[src/design/rtnh_pkg.sv]
// Shared types, codes and helpers for the nearest ray/triangle hit engine.
// No dependencies; used by every module of the block.
`default_nettype none

package rtnh_pkg;

  localparam int unsigned DefMaxTriangles = 65536;
  localparam int unsigned DefFractionBits = 16;

  typedef logic [31:0]      word_t;
  typedef logic [2:0][31:0] vec_t;

  // One queued triangle: vertices a, b, c (x, y, z each), last flag, stream number
  typedef struct packed {
    logic [8:0][31:0] vtx;
    logic             last;
    logic [15:0]      number;
  } tri_t;

  typedef enum logic [1:0] {
    ST_NO_HIT   = 2'd0,
    ST_HIT      = 2'd1,
    ST_ZERO_DIR = 2'd2
  } status_t;

  typedef enum logic [2:0] {
    REG_ORIGIN_X = 3'd0,
    REG_ORIGIN_Y = 3'd1,
    REG_ORIGIN_Z = 3'd2,
    REG_DIR_X    = 3'd3,
    REG_DIR_Y    = 3'd4,
    REG_DIR_Z    = 3'd5
  } cfg_reg_t;

  // Multiplier operand sources
  typedef enum logic [4:0] {
    SRC_DIR_X, SRC_DIR_Y, SRC_DIR_Z,
    SRC_E1_X,  SRC_E1_Y,  SRC_E1_Z,
    SRC_E2_X,  SRC_E2_Y,  SRC_E2_Z,
    SRC_TV_X,  SRC_TV_Y,  SRC_TV_Z,
    SRC_P_X,   SRC_P_Y,   SRC_P_Z,
    SRC_Q_X,   SRC_Q_Y,   SRC_Q_Z
  } src_t;

  typedef enum logic [1:0] {
    ACC_SET,
    ACC_ADD,
    ACC_SUB
  } acc_op_t;

  typedef enum logic [3:0] {
    DST_NONE,
    DST_P_X, DST_P_Y, DST_P_Z,
    DST_Q_X, DST_Q_Y, DST_Q_Z,
    DST_DET,
    DST_NUM
  } dst_t;

  typedef struct packed {
    src_t    a;
    src_t    b;
    acc_op_t op;
    dst_t    dst;
  } step_t;

  typedef enum logic [3:0] {
    BK_IDLE,
    BK_SUB,
    BK_MUL,
    BK_ACC,
    BK_DIV,
    BK_CHK,
    BK_DONE,
    BK_FMUL,
    BK_FACC,
    BK_EMIT
  } back_state_t;

  // Divider request and response
  typedef struct packed {
    logic  start;
    word_t num;
    word_t den;
  } div_req_t;

  typedef struct packed {
    logic  done;
    word_t quo;
  } div_rsp_t;

  // Program counter marks: numerators of u, v and t
  localparam logic [4:0] PcU = 5'd11;
  localparam logic [4:0] PcV = 5'd20;
  localparam logic [4:0] PcT = 5'd23;

  // Saturate a wide signed value to 32 bits
  function automatic word_t sat32(logic signed [65:0] x);
    word_t r;
    if (x > 66'sd2147483647) begin
      r = 32'h7FFF_FFFF;
    end else if (x < -66'sd2147483648) begin
      r = 32'h8000_0000;
    end else begin
      r = x[31:0];
    end
    return r;
  endfunction

  // Saturating difference a - b
  function automatic word_t sub_sat(word_t a, word_t b);
    logic signed [32:0] d;
    d = $signed({a[31], a}) - $signed({b[31], b});
    return sat32(66'(d));
  endfunction

  // Micro program: cross products, dot products and numerators
  function automatic step_t prog_step(logic [4:0] pc);
    step_t s;
    case (pc)
      5'd0:    s = '{SRC_DIR_Y, SRC_E2_Z, ACC_SET, DST_NONE};
      5'd1:    s = '{SRC_DIR_Z, SRC_E2_Y, ACC_SUB, DST_P_X};
      5'd2:    s = '{SRC_DIR_Z, SRC_E2_X, ACC_SET, DST_NONE};
      5'd3:    s = '{SRC_DIR_X, SRC_E2_Z, ACC_SUB, DST_P_Y};
      5'd4:    s = '{SRC_DIR_X, SRC_E2_Y, ACC_SET, DST_NONE};
      5'd5:    s = '{SRC_DIR_Y, SRC_E2_X, ACC_SUB, DST_P_Z};
      5'd6:    s = '{SRC_E1_X,  SRC_P_X,  ACC_SET, DST_NONE};
      5'd7:    s = '{SRC_E1_Y,  SRC_P_Y,  ACC_ADD, DST_NONE};
      5'd8:    s = '{SRC_E1_Z,  SRC_P_Z,  ACC_ADD, DST_DET};
      5'd9:    s = '{SRC_TV_X,  SRC_P_X,  ACC_SET, DST_NONE};
      5'd10:   s = '{SRC_TV_Y,  SRC_P_Y,  ACC_ADD, DST_NONE};
      5'd11:   s = '{SRC_TV_Z,  SRC_P_Z,  ACC_ADD, DST_NUM};
      5'd12:   s = '{SRC_TV_Y,  SRC_E1_Z, ACC_SET, DST_NONE};
      5'd13:   s = '{SRC_TV_Z,  SRC_E1_Y, ACC_SUB, DST_Q_X};
      5'd14:   s = '{SRC_TV_Z,  SRC_E1_X, ACC_SET, DST_NONE};
      5'd15:   s = '{SRC_TV_X,  SRC_E1_Z, ACC_SUB, DST_Q_Y};
      5'd16:   s = '{SRC_TV_X,  SRC_E1_Y, ACC_SET, DST_NONE};
      5'd17:   s = '{SRC_TV_Y,  SRC_E1_X, ACC_SUB, DST_Q_Z};
      5'd18:   s = '{SRC_DIR_X, SRC_Q_X,  ACC_SET, DST_NONE};
      5'd19:   s = '{SRC_DIR_Y, SRC_Q_Y,  ACC_ADD, DST_NONE};
      5'd20:   s = '{SRC_DIR_Z, SRC_Q_Z,  ACC_ADD, DST_NUM};
      5'd21:   s = '{SRC_E2_X,  SRC_Q_X,  ACC_SET, DST_NONE};
      5'd22:   s = '{SRC_E2_Y,  SRC_Q_Y,  ACC_ADD, DST_NONE};
      5'd23:   s = '{SRC_E2_Z,  SRC_Q_Z,  ACC_ADD, DST_NUM};
      default: s = '{SRC_DIR_X, SRC_DIR_X, ACC_SET, DST_NONE};
    endcase
    return s;
  endfunction

endpackage

`default_nettype wire

[src/design/rtnh_queue.sv]
// Two-entry queue of triangle items between the front and back parts.
// Depends on rtnh_pkg.
`default_nettype none

module rtnh_queue (
  input  logic           clk,
  input  logic           rst,
  input  logic           push,
  input  rtnh_pkg::tri_t push_item,
  output logic           full,
  output logic           valid,
  output rtnh_pkg::tri_t item,
  input  logic           pop
);

  rtnh_pkg::tri_t mem [2];
  logic           wr_ptr;
  logic           rd_ptr;
  logic [1:0]     count;

  assign full  = (count == 2'd2);
  assign valid = (count != 2'd0);
  assign item  = mem[rd_ptr];

  // Store pushed items
  always_ff @(posedge clk) begin
    if (push) begin
      mem[wr_ptr] <= push_item;
    end
  end

  // Track pointers and fill level
  always_ff @(posedge clk) begin
    if (rst) begin
      wr_ptr <= 1'b0;
      rd_ptr <= 1'b0;
      count  <= 2'd0;
    end else begin
      if (push) begin
        wr_ptr <= !wr_ptr;
      end
      if (pop) begin
        rd_ptr <= !rd_ptr;
      end
      if (push && !pop) begin
        count <= count + 2'd1;
      end else if (pop && !push) begin
        count <= count - 2'd1;
      end
    end
  end

endmodule

`default_nettype wire

[config.mk]
export PLATFORM = sky130hd
export DESIGN_NAME = rtnh_queue
export DESIGN_NICKNAME = d
export VERILOG_FILES = /design/src/design/rtnh_pkg.sv /design/src/design/rtnh_queue.sv
export SDC_FILE = /design/constraint.sdc
export NUM_CORES = 1
export LEC_CHECK = 0
export BUFFER_PORTS_ARGS = -buffer_cell sky130_fd_sc_hd__buf_2
export CAP_MARGIN = 5
export CORE_AREA = 2 2 242 244
export CTS_CLUSTER_DIAMETER = 200
export DETAILED_ROUTE_END_ITERATION = 8
export DIE_AREA = 0 0 244 246
export REMOVE_ABC_BUFFERS = 1
export SETUP_SLACK_MARGIN = 0.5
export SKIP_LAST_GASP = 1
export SLEW_MARGIN = 30
export SYNTH_ARGS = -nofsm -noshare
export SYNTH_HDL_FRONTEND = slang
export SYNTH_SLANG_ARGS = --single-unit
[constraint.sdc]
create_clock -name clk -period 33.1 [get_ports clk]
set_clock_uncertainty 0.1 [all_clocks]
set_input_delay 1.655 -clock clk [delete_from_list [all_inputs] [get_ports clk]]
set_output_delay 1.655 -clock clk [all_outputs]
set_load 0.02 [all_outputs]
==> Yosys cells after proc, flatten, opt, wreduce, memory -nomap -nowiden <==
Memories as Yosys holds them, arrays and structs flattened. A register that Yosys moved wholly into a read port is not among the register bits.
Cells that the tools add are included.
{ "op_classes": {"addsub": 2, "eq_ne": 1, "reduce_logical": 8, "muxes": 6} }
{ "ops": {"columns": ["operator", "n"], "rows": [
  ["$logic_not 1->1", 4],
  ["$mux 1", 4],
  ["$mux 2", 2],
  ["$reduce_bool 2->1", 2],
  ["$add 2x1->2 const B", 1],
  ["$eq 2x2->1 const B", 1],
  ["$logic_and 1x1->1", 2],
  ["$sub 2x1->2 const B", 1]
]} }
{ "totals": {"n_memories": 1, "elab_cells": 21, "register_bits": 4, "ram_bits": 610, "inputBits": 309} }
{ "mem_list": {"columns": ["name", "words", "word_bits", "read_ports", "rd_ports_with_merged_regs", "write_ports", "line_no", "source"], "rows": [
  ["mem", 2, 305, 1, 1, 1, "rtnh_queue.sv:16", "rtnh_pkg::tri_t mem [2];"]
]} }

==> Depth between registers and ports, before layout <==
{ "logic_depth": {"depth_word": 4, "ltp_mapped": 5, "depth_no_buf": 5} }

==> Least setup slack after synthesis <==
Ideal clock, no wire load.
{ "synth_path": {"path_type": "in2reg", "start": "in push", "end": "mem mem[0][0] (netlist name), enable pin", "path_stages": 1, "arrival_ns": 14.764, "setup_slack_ns": 17.222, "required_ns": 31.986, "path_cell_list": "nor2b_1"} }
{ "synth_via": {"elab_chain_len": 2} }
{ "synth_lines": {"columns": ["element", "line_no", "source"], "rows": [
  ["start: declaration", "rtnh_queue.sv:8", "input logic push,"],
  ["$mux 1", "rtnh_queue.sv:27", "if (push) begin"],
  ["$mux 1 (not written as such)", "rtnh_queue.sv:28", "mem[wr_ptr] <= push_item;"],
  ["end: declaration", "rtnh_queue.sv:16", null]
]} }
No other way between the ends.

==> qor.csv <==
metric,value,unit
cts_hold_buffers,0,
crit_buf_inv,3,
remaining_antenna_violation_count_after_routing,0,
grt_overflow_total,0,
worst_r2r_path_depth,3,
synth-seq-cells,615,
fmax,185,MHz
static-leakage-power,10.5,nW
syn_inst,971,
detail_route.iter0.violations,644,
tritoncts_num_sinks,615,
ys_types,18,
area_used_by_multi_input_combinational_logic,0.00362,mm2
groute.usage.overall,16.3,%
synth_sequential_area_ratio,82.3,%
critical_path_depth,4,
path_common_cell,buf_4,
synthAdderAreaFrac,0.0559,%
setup.worst_path.end_class,primary output,
layout-area-overhead-vs-synth,26.1,%
number_of_antenna_violations_at_the_first_check_in_global_routing,19,
drt_wl_total,51300,um
ir_drop,0.0398,mV
hold_removal_path_class,register to register,
path_class,register to primary output,
synth.yosys.warnings,0,
finalHoldViolCount,0,
combinational_family_with_the_most_area_after_synthesis,multiplexers,
worst_hold_slack,0.402,ns
timing.critical_path.required,31.35,ns
grt_first_pass_wirelength,72900,um
first_global_vias,11900,
area_share_of_xor_xnor_cells_in_the_synthesized_design,0.156,%
synth_simple_gate_area_share,0.207,%
final_worst_path_period_share,16.4,%
synth_compound_gate_area_share,0.0447,%
worst-endpoint-arrival,3.66,ns
cts_post_setup_buffers_inserted,0,
cap_violations,0,
clock_tree.htree_level_count,2,
drt_pre_antenna_iters,4,
finish.instance_area,0.0282,mm2
worst_r2r_setup_slack,30.04,ns
crit_fanout,68,
io-pin-count,616,
post-route-drc-count,0,
placement.io_buffers,615,
detail_route.wl_per_cell,20.9,um
final-seq-area,0.0184,mm2
floorplan.rows,88,
max-slew-margin-rel,37.5,%
fp.dieArea,0.0600,mm2
preCtsSetupSlack,28.26,ns
critPathSlowestCell,dfxtp_4,
worstSetupStartpointType,register,
rsz_0062_raised_after_global_routing,false,
cts_inserted_buffers,61,
crit-reg2reg-capture,mem[1][254]$_DFFE_PP_,
critPathCapture,item[117],
timing.setup.tns,0,ns
cp_top_family,buffers and inverters,
detailed_place_hpwl,35900,um
nets,1938,
setup_viol,0,
synth.cell_area,0.0224,mm2
min_path_cells,2,
power.density,64.3,mW/mm2
initial_utilization,39.0,%
cts-resized-gates,0,
share_of_layout_cells_above_drive_strength_1,60.8,%
clock_latency,0.60,ns
timing.rr.start,wr_ptr$_SDFFE_PP0P_,
clock_tree.root_cell,clkbuf_16,
layout.filler_cells,4848,
tritoncts,yes,
finalCriticalPeriod,5.41,ns
cts_max_path_buffers,3,
maxSlewViolCount,0,
via_count,11500,
postPlaceCellArea,0.0262,mm2
die-height,246,um
clk_transition_reported_paths,0.06,ns
outcome,finished clean,
synth_mux_area_share,15.7,%
worstMarginPinSlew,0.937,ns
die_w,244,um
drt-vias-per-instance,4.67,
grt_start_max_net_pins,163,
total_power,1.82,mW
worst_path_cell_chain,"buf_4, buf_4, mux2_2, buf_2",
post_synth.cell_area_avg,23.1,um2
fp.coreArea,0.0574,mm2
cpPeakStageDelay,0.84,ns
gp_congestion,0.903,
setup_slack,27.69,ns
## tightest hold or removal path: cells and delay by family, from the launching register on
kind           cells  cell delay (ns)
AO/OA/AOI/OAI      2             0.13
flip-flops         1             0.32
## worst min-delay path by stage
stage,slack [ns],end,start
3_3_place_gp,0.38,count[1]$_SDFFE_PP0P_,count[1]$_SDFFE_PP0P_
4_1_cts,0.40,count[1]$_SDFFE_PP0P_,count[1]$_SDFFE_PP0P_
5_1_grt,0.42,count[1]$_SDFFE_PP0P_,count[1]$_SDFFE_PP0P_
6_report,0.40,count[1]$_SDFFE_PP0P_,count[1]$_SDFFE_PP0P_
3_5_place_dp,0.39,count[1]$_SDFFE_PP0P_,count[1]$_SDFFE_PP0P_
2_1_floorplan,0.36,count[1]$_SDFFE_PP0P_,count[1]$_SDFFE_PP0P_
## logic make-up (layout without fill, tap and decap cells)
kind of cell | after synthesis | after routing
DFF | 615 | 615
AOI/OAI and AO/OA | 2 | 2
and+or+nand+nor | 9 | 9
buffers and inverters | 35 | 742
other | 0 | 12
xor gates and xnor gates | 4 | 4
muxes | 305 | 305
adders and majority gates | 1 | 1
## cell usage after synthesis
library cell    n  share of area, %
edfxtp_1      610                82
mux2_2        284                14
buf_6          29               1.5
mux2_4         20               1.3
buf_2           5              0.11
dfxtp_1         5              0.45
nor2_1          4             0.067
nor2b_1         2             0.056
xnor2_1         2             0.078
xor2_1          2             0.078
a21oi_1         1             0.022
and2_1          1             0.028
ha_1            1             0.056
inv_1           1             0.017
mux2_1          1             0.050
o21ai_0         1             0.022
or2_2           1             0.028
or3_1           1             0.028
## power breakdown
group	switching [mW]	internal, mW
clock network	0.278	0.394
logic	0.134	0.0859
registers	0.0134	0.910
total	0.426	1.39
## metal layers
layer / vias to the layer above / GRT usage, % / wire length (um)
met5: - / 0.245 / 105
met4: 14 / 5.83 / 1510
met3: 103 / 6.23 / 4630
met2: 445 / 28.1 / 26300
met1: 5679 / 18.3 / 18700
li1: 5228 / - / -
## flip-flops by register name (all words and copies together), names as in the netlist, named ones only
register / cells
mem: 610
count: 2
rd_ptr: 1
wr_ptr: 1
## area by class of cell
| cell class | instances | share of cell area [%] |
|---|---|---|
| antenna | 12 | 0.106 |
| clock buffer | 78 | 5.78 |
| clock inverter | 35 | 1.18 |
| inverter | 1 | 0.0133 |
| multi-input combinational | 321 | 12.8 |
| sequential | 615 | 65.2 |
| tap | 765 | 3.39 |
| timing repair buffer | 628 | 11.4 |
## cells in the final DEF (no fill, tap or decap), types with 2 or more instances in the layout
master     count
buf_12         2
buf_2        615
buf_4          7
buf_6          3
bufinv_16      6
clkbuf_1      15
clkbuf_16     63
clkinv_1      13
clkinv_2      11
clkinv_4       2
dfxtp_1        4
diode_2       12
edfxtp_1     610
mux2_2       284
mux2_4        20
nor2_1         4
xnor2_1        2
xor2_1         2
## through the flow
stage,util [%],instances
floorplan,-,937
global placement,45.6,2328
detailed placement,45.7,2329
CTS,49.1,2442
global route,49.2,2452
finish,49.2,2455
(Power assumes the default switching activity.)
