<file path="src/design/rtnh_pkg.sv">
// Shared types, codes and helpers for the nearest ray/triangle hit engine.
// No dependencies; used by every module of the block.
`default_nettype none

package rtnh_pkg;

  localparam int unsigned DefMaxTriangles = 65536;
  localparam int unsigned DefFractionBits = 16;

  typedef logic [31:0]      word_t;
  typedef logic [2:0][31:0] vec_t;

  // One queued triangle: vertices a, b, c (x, y, z each), last flag, stream number
  typedef struct packed {
    logic [8:0][31:0] vtx;
    logic             last;
    logic [15:0]      number;
  } tri_t;

  typedef enum logic [1:0] {
    ST_NO_HIT   = 2'd0,
    ST_HIT      = 2'd1,
    ST_ZERO_DIR = 2'd2
  } status_t;

  typedef enum logic [2:0] {
    REG_ORIGIN_X = 3'd0,
    REG_ORIGIN_Y = 3'd1,
    REG_ORIGIN_Z = 3'd2,
    REG_DIR_X    = 3'd3,
    REG_DIR_Y    = 3'd4,
    REG_DIR_Z    = 3'd5
  } cfg_reg_t;

  // Multiplier operand sources
  typedef enum logic [4:0] {
    SRC_DIR_X, SRC_DIR_Y, SRC_DIR_Z,
    SRC_E1_X,  SRC_E1_Y,  SRC_E1_Z,
    SRC_E2_X,  SRC_E2_Y,  SRC_E2_Z,
    SRC_TV_X,  SRC_TV_Y,  SRC_TV_Z,
    SRC_P_X,   SRC_P_Y,   SRC_P_Z,
    SRC_Q_X,   SRC_Q_Y,   SRC_Q_Z
  } src_t;

  typedef enum logic [1:0] {
    ACC_SET,
    ACC_ADD,
    ACC_SUB
  } acc_op_t;

  typedef enum logic [3:0] {
    DST_NONE,
    DST_P_X, DST_P_Y, DST_P_Z,
    DST_Q_X, DST_Q_Y, DST_Q_Z,
    DST_DET,
    DST_NUM
  } dst_t;

  typedef struct packed {
    src_t    a;
    src_t    b;
    acc_op_t op;
    dst_t    dst;
  } step_t;

  typedef enum logic [3:0] {
    BK_IDLE,
    BK_SUB,
    BK_MUL,
    BK_ACC,
    BK_DIV,
    BK_CHK,
    BK_DONE,
    BK_FMUL,
    BK_FACC,
    BK_EMIT
  } back_state_t;

  // Divider request and response
  typedef struct packed {
    logic  start;
    word_t num;
    word_t den;
  } div_req_t;

  typedef struct packed {
    logic  done;
    word_t quo;
  } div_rsp_t;

  // Program counter marks: numerators of u, v and t
  localparam logic [4:0] PcU = 5'd11;
  localparam logic [4:0] PcV = 5'd20;
  localparam logic [4:0] PcT = 5'd23;

  // Saturate a wide signed value to 32 bits
  function automatic word_t sat32(logic signed [65:0] x);
    word_t r;
    if (x > 66'sd2147483647) begin
      r = 32'h7FFF_FFFF;
    end else if (x < -66'sd2147483648) begin
      r = 32'h8000_0000;
    end else begin
      r = x[31:0];
    end
    return r;
  endfunction

  // Saturating difference a - b
  function automatic word_t sub_sat(word_t a, word_t b);
    logic signed [32:0] d;
    d = $signed({a[31], a}) - $signed({b[31], b});
    return sat32(66'(d));
  endfunction

  // Micro program: cross products, dot products and numerators
  function automatic step_t prog_step(logic [4:0] pc);
    step_t s;
    case (pc)
      5'd0:    s = '{SRC_DIR_Y, SRC_E2_Z, ACC_SET, DST_NONE};
      5'd1:    s = '{SRC_DIR_Z, SRC_E2_Y, ACC_SUB, DST_P_X};
      5'd2:    s = '{SRC_DIR_Z, SRC_E2_X, ACC_SET, DST_NONE};
      5'd3:    s = '{SRC_DIR_X, SRC_E2_Z, ACC_SUB, DST_P_Y};
      5'd4:    s = '{SRC_DIR_X, SRC_E2_Y, ACC_SET, DST_NONE};
      5'd5:    s = '{SRC_DIR_Y, SRC_E2_X, ACC_SUB, DST_P_Z};
      5'd6:    s = '{SRC_E1_X,  SRC_P_X,  ACC_SET, DST_NONE};
      5'd7:    s = '{SRC_E1_Y,  SRC_P_Y,  ACC_ADD, DST_NONE};
      5'd8:    s = '{SRC_E1_Z,  SRC_P_Z,  ACC_ADD, DST_DET};
      5'd9:    s = '{SRC_TV_X,  SRC_P_X,  ACC_SET, DST_NONE};
      5'd10:   s = '{SRC_TV_Y,  SRC_P_Y,  ACC_ADD, DST_NONE};
      5'd11:   s = '{SRC_TV_Z,  SRC_P_Z,  ACC_ADD, DST_NUM};
      5'd12:   s = '{SRC_TV_Y,  SRC_E1_Z, ACC_SET, DST_NONE};
      5'd13:   s = '{SRC_TV_Z,  SRC_E1_Y, ACC_SUB, DST_Q_X};
      5'd14:   s = '{SRC_TV_Z,  SRC_E1_X, ACC_SET, DST_NONE};
      5'd15:   s = '{SRC_TV_X,  SRC_E1_Z, ACC_SUB, DST_Q_Y};
      5'd16:   s = '{SRC_TV_X,  SRC_E1_Y, ACC_SET, DST_NONE};
      5'd17:   s = '{SRC_TV_Y,  SRC_E1_X, ACC_SUB, DST_Q_Z};
      5'd18:   s = '{SRC_DIR_X, SRC_Q_X,  ACC_SET, DST_NONE};
      5'd19:   s = '{SRC_DIR_Y, SRC_Q_Y,  ACC_ADD, DST_NONE};
      5'd20:   s = '{SRC_DIR_Z, SRC_Q_Z,  ACC_ADD, DST_NUM};
      5'd21:   s = '{SRC_E2_X,  SRC_Q_X,  ACC_SET, DST_NONE};
      5'd22:   s = '{SRC_E2_Y,  SRC_Q_Y,  ACC_ADD, DST_NONE};
      5'd23:   s = '{SRC_E2_Z,  SRC_Q_Z,  ACC_ADD, DST_NUM};
      default: s = '{SRC_DIR_X, SRC_DIR_X, ACC_SET, DST_NONE};
    endcase
    return s;
  endfunction

endpackage

`default_nettype wire

</file>
<file path="src/design/rtnh_front.sv">
// Input side: takes triangle items, numbers them in stream order, pushes to the queue.
// Depends on rtnh_pkg.
`default_nettype none

module rtnh_front #(
  parameter int unsigned MAX_TRIANGLES = rtnh_pkg::DefMaxTriangles
) (
  input  logic          clk,
  input  logic          rst,
  input  logic          s_valid,
  output logic          s_ready,
  input  logic [287:0]  s_data,
  input  logic          s_last,
  input  logic          q_full,
  output logic          push,
  output rtnh_pkg::tri_t push_item
);

  localparam int unsigned CntW = (MAX_TRIANGLES > 1) ? $clog2(MAX_TRIANGLES) : 1;

  logic [CntW-1:0]    cnt;
  logic [CntW+15:0]   cnt_ext;

  // Accept while the queue has room
  assign s_ready = !q_full;
  assign push    = s_valid && !q_full;
  assign cnt_ext = {16'b0, cnt};

  always_comb begin
    push_item.vtx    = s_data;
    push_item.last   = s_last;
    push_item.number = cnt_ext[15:0];
  end

  // Advance the stream position; wrap at the limit, clear after the last item
  always_ff @(posedge clk) begin
    if (rst) begin
      cnt <= '0;
    end else if (push) begin
      if (s_last || cnt == CntW'(MAX_TRIANGLES - 1)) begin
        cnt <= '0;
      end else begin
        cnt <= cnt + 1'b1;
      end
    end
  end

endmodule

`default_nettype wire

</file>
<file path="config.mk">
export PLATFORM = sky130hd
export DESIGN_NAME = rtnh_front
export DESIGN_NICKNAME = d
export VERILOG_FILES = /design/src/design/rtnh_pkg.sv /design/src/design/rtnh_front.sv
export SDC_FILE = /design/constraint.sdc
export NUM_CORES = 1
export LEC_CHECK = 0
export BUFFER_PORTS_ARGS = -buffer_cell sky130_fd_sc_hd__buf_2
export CAP_MARGIN = 20
export CORE_AREA = 2 2 236 238
export DETAILED_ROUTE_END_ITERATION = 6
export DIE_AREA = 0 0 238 240
export GPL_TIMING_DRIVEN = 0
export SLEW_MARGIN = 15
export SYNTH_ARGS = -nofsm -noshare
export SYNTH_HDL_FRONTEND = slang
export SYNTH_SLANG_ARGS = --single-unit
</file>
<file path="constraint.sdc">
create_clock -name clk -period 2.5 [get_ports clk]
set_input_delay 0.5 -clock clk [delete_from_list [all_inputs] [get_ports clk]]
set_output_delay 0.5 -clock clk [all_outputs]
set_load 0.05 [all_outputs]
</file>
# Word level (Yosys, flattened, before mapping)
# Index checks and enable logic that the tools add are counted.
# word_totals
input_bits,293
output_inout_bits,307
register_bits,16
# classes
n_mux,1
add_sub_neg,1
n_reduce_logical,3
n_eq_ne,1
# ops
operator,n
$add 16x1->16 const B,1
$eq 16x16->1 const B,1
$mux 16,1
$logic_and 1x1->1,1
$logic_not 1->1,1
$logic_or 1x1->1,1

# Depth between registers and ports, before layout
# Gate-level depths: netlist (run 1).
# logic_depth
depth_word,3
mapped_depth,6

# Worst setup path after synthesis (run 1)
# Ideal clock, no wire load.
# synth_timing
path_type,reg-to-reg
startpoint,register cnt[0]
endpoint,register cnt[10]
t_required_ns,2.384
path_stages_with_launch,6
arrival_ns,1.666
setup_ns,0.116
setup_slack_ns,0.718
cell_sequence,dfxtp_1 -> ha_1 -> nand3_1 -> nor4_1 -> xnor2_1 -> nor2_1
# synth_between
elab_chain_cells,3
elab_cells_between_ends,4
cone_classes,add/sub (1); eq/ne (1); mux (1); reduce/logical (1)
# synth_rtl
item,line,source
from (decl),rtnh_front.sv:21,logic [CntW-1:0] cnt;
from (signal assigned),rtnh_front.sv:43,cnt <= cnt + 1'b1;
"parallel branches: the longest is 2 deep, another holds $add 16x1->16",-,
$mux 16 (*),rtnh_front.sv:40,if (s_last || cnt == CntW'(MAX_TRIANGLES - 1)) begin
# Every way passes the cells marked *.
# A chain may end at the register's enable or synchronous reset.

# Final worst setup path (run 1)
# layout_timing
startpoint,input q_full
endpoint,output push
# layout_between
elab_chain_cells,2
# layout_rtl
item,line,source
from (decl),rtnh_front.sv:14,"input logic q_full,"
$logic_not 1->1,rtnh_front.sv:26,assign push = s_valid && !q_full;
$logic_and 1x1->1,rtnh_front.sv:26,
to (decl),rtnh_front.sv:15,"output logic push,"
# No other way between the ends.

==> metrics.txt, run 1 <==
total DRC errors in the routed layout 0; final antenna-violating net count 0; H-tree depth reported by CTS 1; min Tclk post-route 1800 ps; number of DRC markers in iteration 0 69; netlist area before placement 0.00295 mm^2; Remaining Overflow, GRT 0; post-synth net total 671; combinational family with the most area after synthesis buffers and inverters; M2 GR Usage 7.43%; delay of the slowest cell on the worst path 290 ps; Core ar. 0.0547 mm^2; placement-stage cell area roughly 0.0054 mm^2; type of element launching the critical path input port; global routing met3 resource utilization 2.54%; kind of capture point of the worst setup path primary output; CTS sink count 16; gr busiest metal met2; worst vdd rail ir drop 247 uV; largest reg by FF count cnt; CTS-repair resized insts 0; maximum number of pins on one net before global-route repair 11; number of max-capacitance violations reported 0; Total Routing Usage GR roughly 4.1%; Die Y-Extent 240 um; length of the first detailed-routing pass in iterations 4; Yosys Warn Count 0; setup repair after global routing missed its margin no; overall die width 238 um; Fmax achieved about 560 MHz; routed wirelength normalized by instance count 10.2 um; synthesized-area fraction occupied by adder cells 0.424%; post-CTS clock slew at the launch and capture registers of the worst setup and hold paths 50 ps; mean cell area of the mapped netlist between 7 and 8 um^2; Finish-stage setup viols 0; fraction of the yosys area taken by sequential cells 10.9%; area overhead of the layout relative to synthesis 85.7%; final worst path period share between 70% and 80%; worst hold slack 499 ps; kind of cell adding the most delay to the critical path buffers and inverters; total via count after detailed routing 3220; registers with the highest flip-flop counts cnt x16; most frequent cells in the layout buf_2 (311), buf_4 (290), dfxtp_1 (16), nor2_1 (12); number of buffers inserted by hold repair at cts 0; commonest non-fill, non-tap cell in the layout buf_2; post-synthesis share of cell area spent on and, or, nand and nor gates about 9%; relative slew slack between 70% and 80%; count of cell types in the netlist 27; pins over their slew limit 0; setup TNS 0 ps; synthesized-area fraction occupied by ao, oa, aoi and oai cells 2.16%; data arrival time at the worst-slack endpoint 1300 ps; flip-flop count of the largest register, all copies and words added 16; cell with the largest stage delay on the worst path buf_2; CTS root buf clkbuf_16; status complete, no violations; TritonCTS buffer count 3; buffers and inverters on the worst path 3; setup bufs post-CTS 0; layout cells sized above 1 88.3%; reported leakage power 2.95 nW; Boundary Pins 600; share of cell area taken by muxes after synthesis 0%; Die Footprint 0.0571 mm^2; xor and xnor fraction of the mapped netlist area 3.27%; final standard cell area without fillers 0.00548 mm^2; number of cells produced by synthesis 377; Clock Skews 2.37 ps; via count of the first global-routing pass 2745; CTS tree yes; type of the worst min-delay path register to register; CP max FO 5; routed wire length 14300 um; mean number of vias per cell 2.30; clk_lat worst skew about 240 ps; IO Port Bufs 311; global-route wire length before repair around 17000 um; initial cell density of the core 5.40%; cell with the most instances on the worst path buf_2; Longest Clk Path Bufs 2; Worst Setup Path Type input port to primary output; final hold violation count 0; WP data required 2000 ps; met1 track demand over resource 3.40%; DP Wirelength 13300 um; power density normalized to cell area 380 mW/mm^2; antenna violations before repair 7; cells traversed along the worst timing path buf_2 > nand2b_1 > inv_2 > buf_2; synthesized flop and latch total 16; actual slew at the worst max-slew pin between 400 and 500 ps; RD Place Congestion around 0.86; nets 987; Site Rows 86
tightest hold or removal path: stages, from the launching register on:
cell and delay (ps):
dfxtp_1 320, o21ai_0 70, a21oi_1 60
cell usage after synthesis, drive strengths merged:
cell / n / area, um^2
a21o: 1 / 7.51
a21oi: 5 / 25.0
and2: 1 / 6.26
and4: 2 / 20.0
and4b: 2 / 23.8
buf: 290 / 2180
dfxtp: 16 / 320
ha: 1 / 12.5
inv: 2 / 7.50
nand2: 7 / 26.3
nand2b: 1 / 6.26
nand3: 7 / 35.0
nand4: 6 / 58.8
nand4b: 1 / 8.76
nor2: 12 / 45.0
nor3: 1 / 5.00
nor4: 2 / 12.5
o21ai: 4 / 20.0
o21bai: 1 / 11.3
or3: 4 / 25.0
xnor2: 5 / 43.8
xor2: 6 / 52.6
area by class of cell:
cell class,count,area (um^2)
multi-input combinational,69,445
sequential,16,320
timing repair buffer,311,1560
clock buffer,3,75.1
fill,6329,49200
tap,704,881
inverter,2,7.51
buffer,290,2180
antenna,6,15.0
routing by layer:
metal  routed length (um)  part of all wire, %
met3                 2440                   17
met4                  712                  5.0
met5                   16                 0.11
met2                 7100                   50
met1                 4020                   28
final timing paths:
check	start	end	slack, ps	cells after the start
worst max-delay path	q_full	push	700	4
worst min-delay path	cnt[15]	cnt[15]	500	2
worst max register to register	cnt[0]	cnt[4]	890	5
worst min register to register	cnt[15]	cnt[15]	500	2
logic make-up after synthesis:
kind of cell             after synthesis
flip-flops                            16
buffers and inverters                292
XOR/XNOR                              11
AND/OR/NAND/NOR                       46
adder cells (fa/ha/maj)                1
AO/OA/AOI/OAI                         11
through the flow:
step | cells | power, mW | setup WS (ps) | utilization [%]
floorplan | 377 | 1.54 | 718 | -
global placement | 1392 | 1.78 | 652 | 9.86
detailed placement | 1392 | 1.79 | 653 | 9.86
CTS | 1395 | 2.10 | 697 | 9.99
global route | 1401 | 2.15 | 660 | 10.0
finish | 1401 | 2.08 | 701 | 10.0
power by group:
| part | total [mW] | switching (mW) | internal (mW) |
|---|---|---|---|
| Combinational | 1.52 | 1.06 | 0.454 |
| Clock | 0.307 | 0.0966 | 0.210 |
| Sequential | 0.260 | 0.00266 | 0.257 |
| Total | 2.08 | 1.16 | 0.921 |
No activity file was read; power rests on OpenSTA's default activity.
==> run 2, diff against run 1 <==
--- a/config.mk
+++ b/config.mk
@@ -5,11 +5,12 @@
 export SDC_FILE = /design/constraint.sdc
 export NUM_CORES = 1
 export LEC_CHECK = 0
+export ABC_AREA = 1
 export BUFFER_PORTS_ARGS = -buffer_cell sky130_fd_sc_hd__buf_2
 export CAP_MARGIN = 20
-export CORE_AREA = 2 2 236 238
+export CORE_AREA = 2 2 231 233
 export DETAILED_ROUTE_END_ITERATION = 6
-export DIE_AREA = 0 0 238 240
+export DIE_AREA = 0 0 233 235
 export GPL_TIMING_DRIVEN = 0
 export SLEW_MARGIN = 15
 export SYNTH_ARGS = -nofsm -noshare
==> constraint.sdc (replaced) <==
create_clock -name clk -period 1.8 [get_ports clk]
set_input_delay 0.36 -clock clk [delete_from_list [all_inputs] [get_ports clk]]
set_output_delay 0.36 -clock clk [all_outputs]
set_load 0.05 [all_outputs]
==> metrics.txt, run 2 <==
status complete, no violations (unchanged); H-tree depth reported by CTS 1 (unchanged); IO Port Bufs 311 (unchanged); CP max FO 10 (was 5); total DRC errors in the routed layout 0 (unchanged); fraction of the yosys area taken by sequential cells 10.4% (was 10.9%); Hold Path Depth 6 (was 2); RD Place Congestion 0.865 (was 0.863); post-synthesis cell type with the largest combined area buf_4 (unchanged); mean cell area of the mapped netlist 7.23 um^2 (was 7.83 um^2); relative slew slack 70.0% (was 72.3%); overall die width 233 um (was 238 um); kind of cell adding the most delay to the critical path simple AND/OR/NAND/NOR gates (was buffers and inverters); clk_lat worst skew 250 ps (was 240 ps); most frequently used flop master after synthesis dfxtp_1 (unchanged); flip-flop count of the largest register, all copies and words added 16 (unchanged); CTS tree yes (unchanged); cell with the most instances on the worst path nand3_2 (was buf_2); Stages on worst setup path 7 (was 4); number of buffers inserted by hold repair at cts 0 (unchanged); Longest Clk Path Bufs 2 (unchanged); Clock Skews 1.44 ps (was 2.37 ps); final standard cell area without fillers 0.00558 mm^2 (was 0.00548 mm^2); type of the worst min-delay path input port to register (was register to register); count of fill cells added during filler insertion 6007 (was 6329); setup TNS 0 ps (unchanged); routed wire length 18900 um (was 14300 um); number of cells produced by synthesis 424 (was 377); count leader, synth buf_4 (unchanged); netlist area before placement 0.00307 mm^2 (was 0.00295 mm^2); TritonCTS buffer count 3 (unchanged); length of the first detailed-routing pass in iterations 4 (unchanged); largest reg by FF count cnt (unchanged); final worst path period share 89.4%; synthesized flop and latch total 16 (unchanged); pins over their slew limit 0 (unchanged); maximum number of pins on one net before global-route repair 11 (unchanged); Die Footprint 0.0548 mm^2 (was 0.0571 mm^2); number of max-capacitance violations reported 0 (unchanged); cell with the largest stage delay on the worst path dfxtp_2 (was buf_2); commonest non-fill, non-tap cell in the layout buf_2 (unchanged); Reg2Reg Depth 7 (was 5); number of DRC markers in iteration 0 114 (was 69); delay of the slowest cell on the worst path 350 ps (was 290 ps); total via count after detailed routing 3419 (was 3220); most frequent cells in the layout buf_2 (311), buf_4 (289), nand2_1 (40), nor2_1 (28), inv_1 (16) (was buf_2 (311), buf_4 (290), dfxtp_1 (16), nor2_1 (12)); number of flops mapped to enable cells by yosys 0 (unchanged); antenna violations before repair 4 (was 7); CTS-repair resized insts 0 (unchanged); Site Rows 84 (was 86); cells traversed along the worst timing path ha_1 > nand3_2 > nor2_2 > nand3_2 > o21bai_4 > buf_6 > nor2_1 (was buf_2 > nand2b_1 > inv_2 > buf_2); post-synth net total 718 (was 671); count of cell types in the netlist 19 (was 27); setup repair after global routing missed its margin no (unchanged); actual slew at the worst max-slew pin 448 ps (was 419 ps); post-CTS clock slew at the launch and capture registers of the worst setup and hold paths 50 ps (about the same); Fmax achieved 621 MHz; setup bufs post-CTS 0 (unchanged); WP data required 1940 ps (was 2000 ps); data arrival time at the worst-slack endpoint 1750 ps (was 1300 ps); Total Routing Usage GR 6.13% (was 4.12%); CTS sink count 16 (unchanged); final antenna-violating net count 0 (unchanged); Worst Setup Path Type register to register (was input port to primary output); power density normalized to cell area 535 mW/mm^2 (was 380 mW/mm^2); leading cell types by total area after synthesis buf_4 (71%), dfxtp_1 (10%), nand2_1 (4.9%) (was buf_4 (74%), dfxtp_1 (11%), xor2_1 (1.8%)); Yosys Warn Count 0 (unchanged); CTS root buf clkbuf_16 (unchanged); fraction of synthesized cell area taken by the top area cell type 70.7% (was 73.8%); Remaining Overflow, GRT 0 (unchanged); registers with the highest flip-flop counts cnt x16 (unchanged); placement-stage cell area 0.00549 mm^2 (was 0.00539 mm^2); nets 1034 (was 987); buffers and inverters on the worst path 1 (was 3); cell types with the highest counts after synthesis buf_4 (289), nand2_1 (40), nor2_1 (28) (was buf_4 (290), dfxtp_1 (16), nor2_1 (12)); global-route wire length before repair 23000 um (was 16900 um); DP Wirelength 17900 um (was 13300 um); via count of the first global-routing pass 3113 (was 2745); mean number of vias per cell 2.39 (was 2.30); type of element launching the critical path register (was input port); routed wirelength normalized by instance count 13.2 um (was 10.2 um); layout cells sized above 1 83.4% (was 88.3%); reported leakage power 3.03 nW (was 2.95 nW); area overhead of the layout relative to synthesis 81.9% (was 85.7%); initial cell density of the core 5.87% (was 5.40%); min Tclk post-route 1610 ps; Boundary Pins 600 (unchanged); Finish-stage setup viols 0 (unchanged); kind of capture point of the worst setup path register (was primary output); Die Y-Extent 235 um (was 240 um); Post-synth ARST share 0% (unchanged); Core ar. 0.0522 mm^2 (was 0.0547 mm^2); worst vdd rail ir drop 360 uV (was 247 uV); final hold violation count 0 (unchanged)
[run 2: cell types whose count changed after synthesis, moves of 3 or more]
cell     delta
nand2_1    +33
nor2_1     +16
inv_1      +15
a21oi_1     -5
xnor2_1     -5
or3_1       -4
o21ai_0     -3
[run 2: stage by stage]
stage	hold slack (ps)	setup slack, ps	total power, mW	util [%]	instances
after floorplan	597	47.0	2.14	-	424
after global placement	520	193	2.52	10.5	1423
after detailed placement	535	159	2.52	10.5	1423
after CTS	496	167	3.01	10.7	1427
after global routing	542	59.3	3.09	10.7	1428
final	492	191	2.99	10.7	1428
[run 2: per-layer routing]
layer / up-vias / share of wire [%] / track usage [%]
met3: 12 / 13 / 2.58
met4: 4 / 0.95 / 0.965
met1: 1467 / 35 / 6.45
li1: 1625 / - / -
met5: - / 0.14 / 0
met2: 311 / 51 / 11.4
[run 2: area by class of cell]
class | count | area (um^2) | share of cell area, %
buffer | 290 | 2180 | 39.1
antenna | 1 | 2.50 | 0.0449
multi-input combinational | 101 | 502 | 9.00
timing repair buffer | 311 | 1560 | 27.9
sequential | 16 | 323 | 5.79
tap | 688 | 861 | 15.4
inverter | 17 | 63.8 | 1.14
clock buffer | 4 | 88.8 | 1.59
[run 2: worst min-delay path: cells and delay by family]
family                 cells  cell delay, ps
buffers and inverters      2             140
and+or+nand+nor            4             200
[run 2: final timing paths]
check	startpoint	endpoint	slack, ps
setup / recovery	cnt[0]	cnt[3]	190
hold / removal	q_full	cnt[2]	490
setup reg to reg	cnt[0]	cnt[3]	190
hold reg to reg	cnt[0]	cnt[0]	550
[run 2: cells by family after synthesis]
group	Yosys count	share of synthesized area [%]
XOR/XNOR	5	1.43
AO/OA/AOI/OAI	5	1.51
flip-flops	16	10.4
AND/OR/NAND/NOR	90	13.0
buffers and inverters	307	73.2
adder cells (fa/ha/maj)	1	0.408
[run 2: report_power, final]
part,internal (mW),switching [mW]
registers,0.357,0.00276
clock network,0.338,0.148
logic,0.632,1.51
total,1.33,1.66
==> run 3, diff against run 2 <==
--- a/config.mk
+++ b/config.mk
@@ -8,9 +8,9 @@
 export ABC_AREA = 1
 export BUFFER_PORTS_ARGS = -buffer_cell sky130_fd_sc_hd__buf_2
 export CAP_MARGIN = 20
-export CORE_AREA = 2 2 231 233
+export CORE_AREA = 2 2 233 235
 export DETAILED_ROUTE_END_ITERATION = 6
-export DIE_AREA = 0 0 233 235
+export DIE_AREA = 0 0 235 237
 export GPL_TIMING_DRIVEN = 0
 export SLEW_MARGIN = 15
 export SYNTH_ARGS = -nofsm -noshare
==> constraint.sdc (replaced) <==
create_clock -name clk -period 1.3 [get_ports clk]
set_input_delay 0.26 -clock clk [delete_from_list [all_inputs] [get_ports clk]]
set_output_delay 0.26 -clock clk [all_outputs]
set_load 0.05 [all_outputs]
==> metrics.txt, run 3 (synthesis results as in run 2) <==
pins over their slew limit 0 (unchanged); overall power consumption 4.07 mW (was 2.99 mW); type of the worst min-delay path input port to register (unchanged); Die Y-Extent 237 um (was 235 um); number of buffers inserted by hold repair at cts 0 (unchanged); CTS sink count 16 (unchanged); Boundary Pins 600 (unchanged); WP data required 1440 ps (was 1940 ps); Clock Skews 1.31 ps (was 1.44 ps); relative slew slack 74.3% (was 70.0%); DR top layer met4 (was met5); total via count after detailed routing 3428 (was 3419); total DRC errors in the routed layout 0 (unchanged); failing checks setup timing; length of the first detailed-routing pass in iterations 4 (unchanged); overall die width 235 um (was 233 um); clk_lat worst skew 250 ps (about the same); cells traversed along the worst timing path ha_4 > nand3_4 > nor2_4 > nand3_4 > o21bai_4 > buf_6 > nor2_1 (was ha_1 > nand3_2 > nor2_2 > nand3_2 > o21bai_4 > buf_6 > nor2_1); maximum number of pins on one net before global-route repair 10 (was 11); Core ar. 0.0533 mm^2 (was 0.0522 mm^2); commonest non-fill, non-tap cell in the layout buf_2 (unchanged); layout cells sized above 1 85.9% (was 83.4%); mean number of vias per cell 2.38 (was 2.39); setup repair after global routing missed its margin yes (was no); final hold violation count 0 (unchanged); kind of capture point of the worst setup path register (unchanged); via count of the first global-routing pass 2988 (was 3113); wire length on met1 5600 um (was 6570 um); Reg2Reg Depth 7 (unchanged); Detail Route met2 WL 7860 um (was 9610 um); CP max FO 5 (was 10); count of fill cells added during filler insertion 6146 (was 6007); antenna violations before repair 2 (was 4); routed wire length 16600 um (was 18900 um); worst-case register-to-register setup slack -60 ps (was 190 ps); Die Footprint 0.0557 mm^2 (was 0.0548 mm^2); origin of the critical flop-to-flop path cnt[1] (was cnt[0]); registers with the highest flip-flop counts cnt x16 (unchanged); largest reg by FF count cnt (unchanged); final antenna-violating net count 0 (unchanged); data arrival time at the worst-slack endpoint 1500 ps (was 1750 ps); sink of the worst hold path cnt[1] (was cnt[2]); final worst path period share 104% (was 89.4%); post-CTS clock slew at the launch and capture registers of the worst setup and hold paths 50 ps (about the same); Total Routing Usage GR 5.22% (was 6.13%); H-tree depth reported by CTS 1 (unchanged); global-route wire length before repair 20900 um (was 23000 um); Longest Clk Path Bufs 2 (unchanged); actual slew at the worst max-slew pin 389 ps (was 448 ps); most frequent cells in the layout buf_2 (311), buf_4 (294), nand2_1 (40), nor2_1 (23), inv_1 (16) (was buf_2 (311), buf_4 (289), nand2_1 (40), nor2_1 (28), inv_1 (16)); worst vdd rail ir drop 276 uV (was 360 uV); area overhead of the layout relative to synthesis 86.0% (was 81.9%); CTS root buf clkbuf_16 (unchanged); power density normalized to cell area 714 mW/mm^2 (was 535 mW/mm^2); Worst Setup Path Type register to register (unchanged); startpoint of the worst hold path q_full (unchanged); type of element launching the critical path register (unchanged); setup TNS -812 ps (was 0 ps); delay of the slowest cell on the worst path 370 ps (was 350 ps); TritonCTS buffer count 3 (unchanged); number of DRC markers in iteration 0 63 (was 114); worst path setup slack after routing -55.5 ps (was 191 ps); Finish-stage setup viols 16 (was 0); DP Wirelength 15400 um (was 17900 um); Fmax achieved 738 MHz (was 621 MHz); met3 wirelength from detailed routing 2650 um (was 2500 um); RD Place Congestion 0.809 (was 0.865); reported leakage power 3.06 nW (was 3.03 nW); status finished with violations (was complete, no violations); routed wirelength normalized by instance count 11.5 um (was 13.2 um); nets 1040 (was 1034); capture instance of the worst register-to-register path cnt[12] (was cnt[3]); cell with the largest stage delay on the worst path dfxtp_4 (was dfxtp_2); initial cell density of the core 5.76% (was 5.87%); flip-flop count of the largest register, all copies and words added 16 (unchanged); min Tclk post-route 1360 ps (was 1610 ps); IO Port Bufs 311 (unchanged); Remaining Overflow, GRT 0 (unchanged); cell with the most instances on the worst path nand3_4 (was nand3_2); CTS tree yes (unchanged); number of max-capacitance violations reported 0 (unchanged); Site Rows 85 (was 84); Hold Path Depth 6 (unchanged)
[run 3: changes by cell type in the layout (fill, tap and decap cells not counted), moves of 2 or more]
| cell | change |
|---|---|
| buf_4 | +5 |
| nor2_4 | +2 |
| nor2_1 | -5 |
| dfxtp_1 | -13 |
| dfxtp_4 | +3 |
| nor2_2 | +3 |
| dfxtp_2 | +10 |
| nand3_2 | -2 |
| nand3_4 | +2 |
[run 3: critical path: cells and delay by family, from the launching register on]
kind,cells,cell delay [ps]
flops,1,370
simple gates,4,350
compound gates,1,230
fa+ha+maj,1,150
buf+inv,1,150
[run 3: through the flow]
step                      hold slack, ps  cell area [um^2]  util, %  instances  setup WS [ps]
after floorplan                      496              3130        -        424           -140
after global placement               525              5560     10.4       1431           -186
after detailed placement             528              5560     10.4       1431           -181
after CTS                            405              5690     10.7       1441          -50.8
after global routing                 467              5700     10.7       1442           -119
final                                426              5700     10.7       1442          -55.5
[run 3: worst max path at each step]
stage	from	endpoint	slack, ps	depth (start not counted)
3_3_place_gp	cnt[0]	cnt[12]	-190	7
5_1_grt	cnt[1]	cnt[7]	-120	7
3_5_place_dp	cnt[0]	cnt[12]	-180	7
2_1_floorplan	cnt[0]	cnt[12]	-140	7
6_report	cnt[1]	cnt[12]	-60	7
4_1_cts	cnt[1]	cnt[13]	-50	7
[run 3: area by class of cell]
| class | count | area (um^2) | share of cell area, % |
|---|---|---|---|
| Antenna cell | 1 | 2.50 | 0.0439 |
| Buffer | 290 | 2180 | 38.2 |
| Clock buffer | 4 | 78.8 | 1.38 |
| Inverter | 17 | 66.3 | 1.16 |
| Multi-Input combinational cell | 101 | 552 | 9.68 |
| Sequential cell | 16 | 347 | 6.08 |
| Tap cell | 696 | 871 | 15.3 |
| Timing Repair Buffer | 317 | 1610 | 28.1 |
[run 3: repair_timing]
item	4_1_cts	5_1_grt
setup endpoints to repair	16	16
gates cloned	1	0
pin swaps	2	2
setup buffers	5	0
gates resized for setup	3	4
[run 3: power breakdown]
group	switching (mW)	internal, mW
Combinational	2.07	0.888
Sequential	0.00448	0.491
Clock	0.200	0.417
[run 3: per-layer routing]
layer	up-vias	GRT usage [%]
li1	1642	-
met1	1442	5.42
met2	326	8.72
met3	18	3.16
met4	0	1.71
met5	-	0
